**config.mk**
```make
export PLATFORM = sky130hd
export DESIGN_NAME = arpc_cell
export DESIGN_NICKNAME = d
export VERILOG_FILES = /design/src/design/arp_reply_cache_with_aging_top_macros.svh /design/src/design/arpc_pkg.sv /design/src/design/arpc_cell.sv
export SDC_FILE = /design/constraint.sdc
export NUM_CORES = 1
export LEC_CHECK = 0
export BUFFER_PORTS_ARGS = -buffer_cell sky130_fd_sc_hd__buf_4
export CORE_ASPECT_RATIO = 1.75
export CORE_MARGIN = 2
export CORE_UTILIZATION = 35
export CTS_BUF_LIST = sky130_fd_sc_hd__clkbuf_16
export DETAILED_ROUTE_END_ITERATION = 7
export PLACE_DENSITY_LB_ADDON = 0.2
export RECOVER_POWER = 25
export SLEW_MARGIN = 20
export SYNTH_ARGS = -nofsm -noshare
export SYNTH_HDL_FRONTEND = slang
export SYNTH_SLANG_ARGS = --single-unit
```
**constraint.sdc**
```tcl
create_clock -name clk -period 11.2 [get_ports clk]
set_input_delay 0.56 -clock clk [delete_from_list [all_inputs] [get_ports clk]]
set_output_delay 0.56 -clock clk [all_outputs]
set_load 0.005 [all_outputs]
```
**src/design/arp_reply_cache_with_aging_top_macros.svh**
```systemverilog
// Assertion macros for the ARP reply cache.
`ifndef ARP_REPLY_CACHE_WITH_AGING_TOP_MACROS_SVH
`define ARP_REPLY_CACHE_WITH_AGING_TOP_MACROS_SVH
`ifndef SYNTHESIS
// Checked outside reset.
`define ARPC_ASSERT(name, prop, msg) \
  name: assert property (@(posedge clk) disable iff (!rst_n) prop) else $error(msg);
// Checked at every edge, reset included.
`define ARPC_ASSERT_RST(name, prop, msg) \
  name: assert property (@(posedge clk) prop) else $error(msg);
`else
`define ARPC_ASSERT(name, prop, msg)
`define ARPC_ASSERT_RST(name, prop, msg)
`endif
`endif

```
**src/design/arpc_pkg.sv**
```systemverilog
// Types and constants shared by the ARP reply cache modules.
package arpc_pkg;

  localparam logic [1:0]  MODE_FRAME = 2'd0;
  localparam logic [1:0]  MODE_QUERY = 2'd1;
  localparam logic [1:0]  MODE_TICK  = 2'd2;

  localparam logic [15:0] OPC_REPLY     = 16'd2;
  localparam logic [23:0] AGING_RESET   = 24'd300000;
  localparam logic [10:0] MIN_LEN_RESET = 11'd42;
  localparam logic [6:0]  EXP_MAX       = 7'd127;

  localparam logic        CFG_AGING  = 1'b0;
  localparam logic        CFG_MINLEN = 1'b1;

  typedef enum logic [2:0] {
    ST_HIT       = 3'd0,
    ST_MISS      = 3'd1,
    ST_LEARNED   = 3'd2,
    ST_IGNORED   = 3'd3,
    ST_MALFORMED = 3'd4,
    ST_FULL      = 3'd5
  } status_t;

  typedef enum logic [1:0] {
    OP_NONE,
    OP_LEARN,
    OP_QUERY,
    OP_TICK
  } op_t;

  typedef enum logic [1:0] {
    S_IDLE,
    S_RUN,
    S_DRAIN
  } state_t;

  // Token passed from cell to cell.
  typedef struct packed {
    logic        vld;
    op_t         op;
    logic [31:0] ip;
    logic [47:0] mac;
    logic        hit;
    logic        free_found;
    logic [6:0]  expired;
  } carry_t;

  // Broadcast write of a new entry.
  typedef struct packed {
    logic        en;
    logic [31:0] ip;
    logic [47:0] mac;
  } fill_t;

endpackage

```
**src/design/arpc_cell.sv**
```systemverilog
// One cache entry with its compare, aging and token stage.
module arpc_cell #(
  parameter int IDX = 0,
  parameter int IW  = 6
) (
  input  logic             clk,
  input  logic             rst_n,
  input  logic [23:0]      aging,
  input  arpc_pkg::fill_t  fill,
  input  logic [IW-1:0]    fill_idx,
  input  arpc_pkg::carry_t carry_in,
  input  logic [IW-1:0]    fidx_in,
  output arpc_pkg::carry_t carry_out,
  output logic [IW-1:0]    fidx_out
);
  import arpc_pkg::*;

  logic        valid_r, valid_nxt;
  logic [31:0] ip_r, ip_nxt;
  logic [47:0] mac_r, mac_nxt;
  logic [23:0] age_r, age_nxt;
  carry_t      carry_r, carry_nxt;
  logic [IW-1:0] fidx_r, fidx_nxt;
  logic        match;

  assign match = valid_r && (ip_r == carry_in.ip);

  always_comb begin
    valid_nxt = valid_r;
    ip_nxt    = ip_r;
    mac_nxt   = mac_r;
    age_nxt   = age_r;
    carry_nxt = carry_in;
    fidx_nxt  = fidx_in;
    if (carry_in.vld) begin
      unique case (carry_in.op)
        OP_LEARN: begin
          if (match && !carry_in.hit) begin
            mac_nxt       = carry_in.mac;
            age_nxt       = aging;
            carry_nxt.hit = 1'b1;
          end else if (!valid_r && !carry_in.free_found) begin
            carry_nxt.free_found = 1'b1;
            fidx_nxt             = IW'(IDX);
          end
        end
        OP_QUERY: begin
          if (match && !carry_in.hit) begin
            carry_nxt.hit = 1'b1;
            carry_nxt.mac = mac_r;
          end
        end
        OP_TICK: begin
          if (valid_r) begin
            if (age_r <= 24'd1) begin
              valid_nxt = 1'b0;
              age_nxt   = '0;
              if (carry_in.expired < EXP_MAX) begin
                carry_nxt.expired = carry_in.expired + 7'd1;
              end
            end else begin
              age_nxt = age_r - 24'd1;
            end
          end
        end
        OP_NONE: begin
        end
        default: begin
        end
      endcase
    end
    if (fill.en && (fill_idx == IW'(IDX))) begin
      valid_nxt = 1'b1;
      ip_nxt    = fill.ip;
      mac_nxt   = fill.mac;
      age_nxt   = aging;
    end
  end

  always_ff @(posedge clk) begin
    if (!rst_n) begin
      valid_r <= 1'b0;
    end else begin
      valid_r <= valid_nxt;
    end
  end

  always_ff @(posedge clk) begin
    ip_r  <= ip_nxt;
    mac_r <= mac_nxt;
    age_r <= age_nxt;
  end

  always_ff @(posedge clk) begin
    if (!rst_n) begin
      carry_r.vld <= 1'b0;
    end else begin
      carry_r.vld <= carry_nxt.vld;
    end
    carry_r.op         <= carry_nxt.op;
    carry_r.ip         <= carry_nxt.ip;
    carry_r.mac        <= carry_nxt.mac;
    carry_r.hit        <= carry_nxt.hit;
    carry_r.free_found <= carry_nxt.free_found;
    carry_r.expired    <= carry_nxt.expired;
    fidx_r             <= fidx_nxt;
  end

  assign carry_out = carry_r;
  assign fidx_out  = fidx_r;

endmodule

```
==> run_results.csv, run 1 <==
group,metric,value,unit
timing,slew_headroom,31.4,%
flow_run,drv_cap,0,
timing,setup_viol,0,
min_path,min_path_type,"in2reg",
placed_design,port_buffers,308,
drt,drcViolationCount,0,
cells_and_area,layout.cells.most_common_list,"buf_4, nand2_1, edfxtp_1",
grt,gr-total-overflow,0,
critical_path,rrSetupSlack,7.92,ns
die,coreArea,0.0219,mm²
yosys,ys_types,45,
placed_design,place_congestion,0.853,
clock_tree,htree_levels,1,
placed_design,pre_cts_slack,7.94,ns
yosys,synth_ff_type,"edfxtp_1",
clock_tree,cts_tree,"yes",
min_path,hold_start,"carry_in[80]",
critical_path,worstPathRequired,11.58,ns
cells_and_area,area_growth_syn_to_layout,40.0,%
grt,grt_pass1_vias,6012,
timing,fin_worst_skew,0.00815,ns
power,ir_drop,0.122,mV
timing,hold_viol,0,
drt,antenna_left,0,
cells_and_area,regArea,0.00510,mm²
timing,maxSlewViolCount,0,
clock_tree,post_cts_resized,0,
power,leakagePower,0.00455,µW
yosys,synth.yosys.seq_area_share,66.0,%
timing,post-route-min-period,3.28,ns
outcome,status,"completed",
clock_tree,clk_pin_slew,0.06,ns
cells_and_area,multi_input_area,0.00251,mm²
clock_tree,cts-buffers-inserted,21,
drt,dr_total_vias,5815,
timing,fmax,0.305,GHz
clock_tree,clkLatencyLatePin,0.50,ns
clock_tree,cts_sinks,203,
timing,post-route-period-util,29.2,%
critical_path,startpoint_type,"register",
critical_path,critPathCaptureType,"register",
die,die-area,0.0233,mm²
critical_path,cp_max_fo,17,
timing,fin_tns_setup,0,ns
drt,dr.pass1.iters,4,
cells_and_area,drive_above_1_share,36.3,%
power,powerDensity,146,mW/mm²
grt,grt_util_all_layers,17.6,%
die,initial_core_util,35.3,%
yosys,synthArstFlopShare,0,%
drt,via_per_inst,4.59,
critical_path,r2r_start,"age_r[6]",
timing,tightest_slew,1.03,ns
drt,wl_per_cell,16.3,µm
clock_tree,cts-root-buf,"clkbuf_16",
clock_tree,hold_buffers,0,
yosys,synth_edf_count,104,
clock_tree,cts_setup_buffers,0,
cells_and_area,antenna_cells,0,
yosys,ys_ff_latch,203,
die,dieHeight,201,µm
yosys,synth_area,0.00773,mm²
grt,grt_pass1_wl,31.8,mm
drt,drt_iter0_markers,346,
grt,grt_max_degree,81,
die,fp.dieW,116,µm
yosys,syn_inst,643,
critical_path,reg2regPathDepth,6,
timing,fin_ws,7.92,ns
grt,antenna_found_initial,0,
clock_tree,cts_buffer_depth,3,
critical_path,worst-endpoint-arrival,3.66,ns
cells_and_area,fin_nets,1175,
yosys,avgSynthCellArea,12.0,µm²
die,row_count,72,
die,ios,309,
yosys,syn-num-nets,860,
cells_and_area,final_util,49.5,%
timing,rsz0062_at_grt,"no",
min_path,hold_end,"carry_out[80]",
critical_path,critical_path_class,"reg2reg",
cells_and_area,fillers,2057,
min_path,hold_depth,1,
power,total_power,1580,µW
critical_path,rr_endpoint,"carry_out[6]",
yosys,yosysWarnings,0,
drt,routed_wl,20.6,mm
cells_and_area,layout.cells.most_common,"buf_4",
placed_design,dpl.hpwl,15.3,mm
## layer usage
metal	global-route usage (%)	wire length, µm	vias to the layer above
met2	31.3	10800	242
met5	0	0	-
li1	-	-	2861
met1	19.2	7270	2659
met3	4.59	1610	53
met4	8.21	971	0
## flip-flops by register name (all words and copies together), names as in the netlist
register / cells
carry_out: 92
age_r: 24
ip_r: 32
fidx_out: 6
valid_r: 1
mac_r: 48
## metrics by stage
stage | hold WS [ns] | instance area [µm²] | instances
5_1_grt | 0.186 | 10800 | 1268
4_1_cts | 0.149 | 11000 | 1268
3_3_place_gp | 0.450 | 10400 | 1231
6_report | 0.207 | 10800 | 1268
3_5_place_dp | 0.459 | 10400 | 1231
2_1_floorplan | 0.448 | 7730 | 643
## worst max-delay path by stage
stage            startpoint           end  depth (start not counted)
2_1_floorplan  carry_in[88]      mac_r[0]                          5
3_3_place_gp       age_r[6]  carry_out[6]                          6
3_5_place_dp       age_r[6]  carry_out[6]                          6
4_1_cts            age_r[6]  carry_out[6]                          6
5_1_grt            age_r[6]  carry_out[6]                          6
6_report           age_r[6]  carry_out[6]                          6
## cell type report
type	count	area share, %
sequential	203	47.1
multi-input combinational	405	23.2
timing repair buffer	313	20.1
clock buffer	22	5.08
tap	296	3.42
clock inverter	15	0.555
inverter	14	0.485
## where the power goes
group / switching [µW] / total (µW) / internal [µW]
clock: 279 / 631 / 352
sequential: 7.86 / 813 / 806
combinational: 51.6 / 134 / 82.6
## cell usage after synthesis, types with 2 or more instances
master     number  area, µm²
mux2_2         49        552
xor2_1          5       43.8
and3_1          5       31.3
o21ai_1         3       15.0
or2_2           2       12.5
inv_1          14       52.6
nor2b_1         9       56.3
nand4_1         6       37.5
nand2b_1        8       50.1
or4_1           2       15.0
a31oi_1         6       37.5
dfxtp_1        99       1980
clkbuf_1       16       60.1
o21ai_0        12       60.1
a21o_1          2       15.0
edfxtp_1      104       3120
nor2_1         14       52.6
o22ai_1         2       12.5
o31ai_1        12       90.1
nand2_1       177        664
nor4_1          8       50.1
a21oi_1         8       40.0
ha_1            6       75.1
nor3_1          9       45.0
buf_2           3       15.0
or3_1           2       12.5
o2111ai_1       2       17.5
or4_4           2       22.5
nand3_1         3       15.0
and2_1          2       12.5
xnor2_1        36        315
a211oi_1        2       15.0
## cells by family after synthesis
| logic type | Yosys count | share of synthesized area, % |
|---|---|---|
| AO/OA/AOI/OAI | 55 | 4.60 |
| XOR/XNOR | 41 | 4.64 |
| adder cells (fa/ha/maj) | 6 | 0.971 |
| buffers and inverters | 35 | 1.80 |
| flip-flops | 203 | 66.0 |
| multiplexers | 50 | 7.33 |
| AND/OR/NAND/NOR | 253 | 14.6 |
## worst max-delay path, cell delays in order (launching register included)
cell	delay, ns
edfxtp_1	0.42
or4_1	0.64
nand4bb_2	0.39
nor4_4	0.89
and2_1	0.35
nand4_1	0.15
mux2_4	0.31
Power figures use the tool's default switching activity.
==> run 2: changes to the inputs <==
==> constraint.sdc (replaced) <==
create_clock -name clk -period 3.15 [get_ports clk]
set_input_delay 0.1575 -clock clk [delete_from_list [all_inputs] [get_ports clk]]
set_output_delay 0.1575 -clock clk [all_outputs]
set_load 0.005 [all_outputs]
==> run 2 against run 1 <==
Compared with the run above: global-route usage grew 2.4 points; critical endpoint unchanged; via count rose by 14%; cell count rose by 16%; worst hold slack got worse by 0.17 ns.
==> run_results.csv, run 2 (same netlist as run 1, synthesis figures left out) <==
group,metric,value,unit
drt,drcViolationCount,0,
placed_design,placed_area,0.0104,mm²
power,power.internal,4590,µW
die,dieHeight,201,µm
cells_and_area,final_area,0.0129,mm²
clock_tree,cts_tree,"yes",
power,powerDensity,452,mW/mm²
critical_path,critical_path_class,"reg2reg",
power,pwr-share-clk,38.4,%
clock_tree,post_cts_resized,0,
die,die-area,0.0233,mm²
cells_and_area,area_growth_syn_to_layout,67.1,%
timing,maxSlewViolCount,0,
placed_design,place_congestion,0.814,
outcome,status,"completed",
power,switchingPower,1250,µW
critical_path,cp_max_fo,6,
grt,gr-total-overflow,0,
grt,grt_util_all_layers,20.1,%
die,fp.dieW,116,µm
power,leakagePower,0.00542,µW
placed_design,dpl.hpwl,15.6,mm
cells_and_area,drive_above_1_share,31.1,%
die,initial_core_util,35.3,%
timing,tightest_slew,0.923,ns
drt,antenna_left,0,
timing,fin_worst_skew,0.0180,ns
cells_and_area,layout.cells.most_common_list,"buf_4, dlygate4sd3_1, nand2_1",
timing,hold_viol,0,
timing,post-route-period-util,84.2,%
clock_tree,clkLatencyLatePin,0.50,ns
drt,dr_total_vias,6637,
flow_run,drv_cap,0,
die,row_count,72,
clock_tree,htree_levels,1,
drt,routed_wl,23.5,mm
cells_and_area,fin_nets,1379,
power,ir_drop,0.461,mV
placed_design,port_buffers,308,
timing,post-route-min-period,2.65,ns
grt,grt_pass1_wl,36.5,mm
clock_tree,cts_buffer_depth,3,
timing,fmax,0.377,GHz
power,seqPwrFrac,49.5,%
drt,via_per_inst,4.51,
power,combPwrFrac,12.1,%
power,switching_share,21.4,%
timing,setup_viol,0,
timing,rsz0062_at_grt,"no",
drt,wl_per_cell,16.0,µm
min_path,min_path_type,"in2reg",
drt,drt_iter0_markers,281,
cells_and_area,largest_reg_flops,92,
grt,grt_pass1_vias,7208,
drt,dr.pass1.iters,4,
die,coreArea,0.0219,mm²
cells_and_area,layout.cells.most_common,"buf_4",
clock_tree,cts_sinks,203,
grt,antenna_found_initial,1,
critical_path,critPathCaptureType,"register",
timing,fin_tns_setup,0,ns
clock_tree,clk_pin_slew,0.07,ns
critical_path,worstPathRequired,3.52,ns
die,ios,309,
critical_path,startpoint_type,"register",
timing,slew_headroom,38.0,%
clock_tree,cts-root-buf,"clkbuf_16",
critical_path,worst-endpoint-arrival,3.03,ns
grt,grt_max_degree,53,
clock_tree,cts-buffers-inserted,19,
run 2: worst paths after layout:
kind	startpoint	end	slack, ns	cells past startpoint
setup / recovery	age_r[6]	carry_out[6]	0.50	6
hold / removal	aging[23]	age_r[23]	0.04	3
hold reg to reg	mac_r[43]	carry_out[52]	0.46	1
setup reg to reg	age_r[6]	carry_out[6]	0.50	6
run 2: through the flow:
stage	cells	util [%]	hold slack [ns]	total power, µW	setup slack (ns)
2_1_floorplan	643	-	0.185	3090	0.145
3_3_place_gp	1234	47.7	0.274	3460	0.570
3_5_place_dp	1234	47.7	0.274	3460	0.522
4_1_cts	1470	59.7	0.0104	5930	0.497
5_1_grt	1471	59.0	0.0497	6050	0.314
6_report	1471	59.0	0.0378	5840	0.498
run 2: power by group through the flow:
stage               Combinational [µW]  Clock, µW  Sequential [µW]
floorplan                          136          0             2960
finish                             704       2240             2890
detailed placement                 515          0             2950
global placement                   509          0             2950
CTS                                725       2310             2890
global route                       762       2390             2900
run 2: final cells by class:
| cell class | instances | area [µm²] |
|---|---|---|
| Inverter | 14 | 52.6 |
| Clock buffer | 19 | 475 |
| Tap cell | 296 | 370 |
| Antenna cell | 1 | 2.50 |
| Sequential cell | 203 | 5100 |
| Multi-Input combinational cell | 405 | 2510 |
| Fill cell | 1762 | 8970 |
| Clock inverter | 14 | 113 |
| Timing Repair Buffer | 519 | 4290 |
run 2: repair_timing:
| action | CTS | global route |
|---|---|---|
| hold endpoints to repair | 201 | 0 |
| setup buffers | 0 | 0 |
| hold buffers | 203 | 0 |
run 2: per-layer routing:
layer	part of all wire [%]	vias to the layer above	GRT usage [%]
met5	0	-	0
met4	2.9	0	6.89
met3	6.3	42	4.32
met2	55	226	38.7
met1	35	3096	20.6
li1	-	3273	-
run 2: critical path, cell delays in order, from the launching register on:
cell and delay [ns]:
edfxtp_1 0.42, or4_1 0.63, nand4bb_2 0.38, nor4_4 0.38
and2_1 0.28, nand4_1 0.15, mux2_4 0.31
==> run 3: changes to the inputs <==
==> constraint.sdc (replaced) <==
create_clock -name clk -period 2.43 [get_ports clk]
set_input_delay 0.1215 -clock clk [delete_from_list [all_inputs] [get_ports clk]]
set_output_delay 0.1215 -clock clk [all_outputs]
set_load 0.005 [all_outputs]
==> run 3 against run 2 <==
Compared with the run above: die area is the same; non-clock buffer count grew 32; setup slack lost 0.46 ns; combinational power grew 34%; clock-buffer cell count grew 3; global-route usage grew 0.41 points; via count grew 3.9%; sequential share of layout area shrank 1.6 points; largest cell class unchanged; critical path depth is the same.
==> run_results.csv, run 3 (same netlist as run 1, synthesis figures left out) <==
group,metric,value,unit
power,leakagePower,0.00568,µW
cells_and_area,layout.cells.most_common,"buf_4",
die,dieHeight,201,µm
timing,fin_tns_setup,0,ns
flow_run,drv_cap,0,
clock_tree,htree_levels,1,
critical_path,worst-endpoint-arrival,2.78,ns
outcome,status,"completed",
timing,rsz0062_at_grt,"yes",
clock_tree,clk_pin_slew,0.06,ns
cells_and_area,fillers,1732,
timing,setup_viol,0,
drt,dr.pass1.iters,4,
critical_path,crit_path_end,"carry_out[6]",
critical_path,startpoint_type,"register",
timing,post-route-period-util,98.4,%
die,row_count,72,
placed_design,placed_cells,1256,
power,total_power,8010,µW
die,die-area,0.0233,mm²
drt,drcViolationCount,0,
placed_design,port_buffers,308,
min_path,min_path_type,"in2reg",
timing,maxSlewViolCount,0,
die,ios,309,
die,fp.dieW,116,µm
grt,grt_util_all_layers,20.5,%
drt,via_per_inst,4.56,
power,ir_drop,0.565,mV
drt,wl_per_cell,16.4,µm
critical_path,reg2regPathDepth,6,
clock_tree,cts_sinks,203,
critical_path,critPathCaptureType,"register",
placed_design,placed_area,0.0107,mm²
cells_and_area,fin_nets,1413,
cells_and_area,largest_reg_flops,92,
clock_tree,cts-buffers-inserted,21,
drt,dr_total_vias,6893,
placed_design,place_congestion,0.823,
die,initial_core_util,35.3,%
cells_and_area,area_growth_syn_to_layout,74.0,%
placed_design,dpl.hpwl,16.1,mm
clock_tree,cts_buffer_depth,3,
cells_and_area,layout.cells.most_common_list,"buf_4, dlygate4sd3_1, nand2_1",
grt,grt_pass1_wl,37.2,mm
power,powerDensity,595,mW/mm²
timing,tightest_slew,0.539,ns
cells_and_area,final_area,0.0135,mm²
critical_path,r2r_start,"age_r[19]",
min_path,hold_start,"carry_in[91]",
timing,fmax,0.418,GHz
cells_and_area,drive_above_1_share,34.2,%
critical_path,worstPathRequired,2.82,ns
timing,post-route-min-period,2.39,ns
die,coreArea,0.0219,mm²
critical_path,critical_path_class,"reg2reg",
grt,gr-total-overflow,0,
critical_path,rrSetupSlack,0.04,ns
drt,antenna_left,0,
clock_tree,clkLatencyLatePin,0.51,ns
timing,fin_worst_skew,0.0157,ns
critical_path,cp_max_fo,4,
grt,grt_pass1_vias,7546,
grt,grt_max_degree,49,
cells_and_area,fin_cells,1510,
clock_tree,cts-root-buf,"clkbuf_16",
drt,routed_wl,24.8,mm
critical_path,crit_start,"age_r[19]",
critical_path,rr_endpoint,"carry_out[6]",
grt,antenna_found_initial,3,
timing,hold_viol,0,
timing,slew_headroom,63.6,%
drt,drt_iter0_markers,305,
clock_tree,cts_tree,"yes",
## run 3: worst min path at each step
stage	to	slack, ns	cells past startpoint
after floorplan	carry_out[57]	0.15	0
after global placement	carry_out[76]	0.24	1
after detailed placement	carry_out[76]	0.24	1
after CTS	carry_out[8]	0.01	3
after global routing	carry_out[8]	0.03	3
final	valid_r	0.04	4
## run 3: area by class of cell
class | count | area (µm²) | share of cell area (%)
Sequential cell | 203 | 5100 | 37.9
Inverter | 14 | 52.6 | 0.390
Clock buffer | 22 | 551 | 4.09
Clock inverter | 16 | 151 | 1.12
Timing Repair Buffer | 551 | 4640 | 34.4
Multi-Input combinational cell | 405 | 2580 | 19.2
Tap cell | 296 | 370 | 2.75
Antenna cell | 3 | 7.51 | 0.0558
## run 3: timing repair
item,CTS,global route
setup buffers,0,6
hold endpoints to repair,203,0
endpoints found under the setup margin,3,106
hold buffers,204,0
cloned,0,3
pin swaps,1,1
resized for setup,1,20
## run 3: stage by stage
step           hold WS [ns]  util, %  setup slack (ns)
2_1_floorplan         0.149        -            -0.379
3_3_place_gp          0.240     48.7          -0.00600
3_5_place_dp          0.239     48.7           -0.0132
4_1_cts              0.0131     61.2            0.0163
5_1_grt              0.0346     61.5           -0.0687
6_report             0.0386     61.5            0.0393
## run 3: critical path, stage by stage, from the launching register on
cell	delay [ns]
edfxtp_1	0.41
or4_4	0.55
or4_4	0.45
nor4_4	0.24
and2_4	0.21
nand4_1	0.11
mux2_4	0.31
## run 3: routing by layer
metal	GRT usage [%]	routed length (µm)	vias to the layer above	share of wire [%]
met3	4.74	1530	61	6.2
li1	-	-	3343	-
met2	39.8	13800	248	56
met5	0	0	-	0
met4	7.78	830	0	3.4
met1	20.1	8600	3241	35
## run 3: report_power, final
group / internal, µW / total, µW / leakage [µW] / switching, µW
clock network: 1960 / 3320 / 0.000358 / 1360
logic: 620 / 940 / 0.00355 / 321
registers: 3710 / 3750 / 0.00177 / 36.9
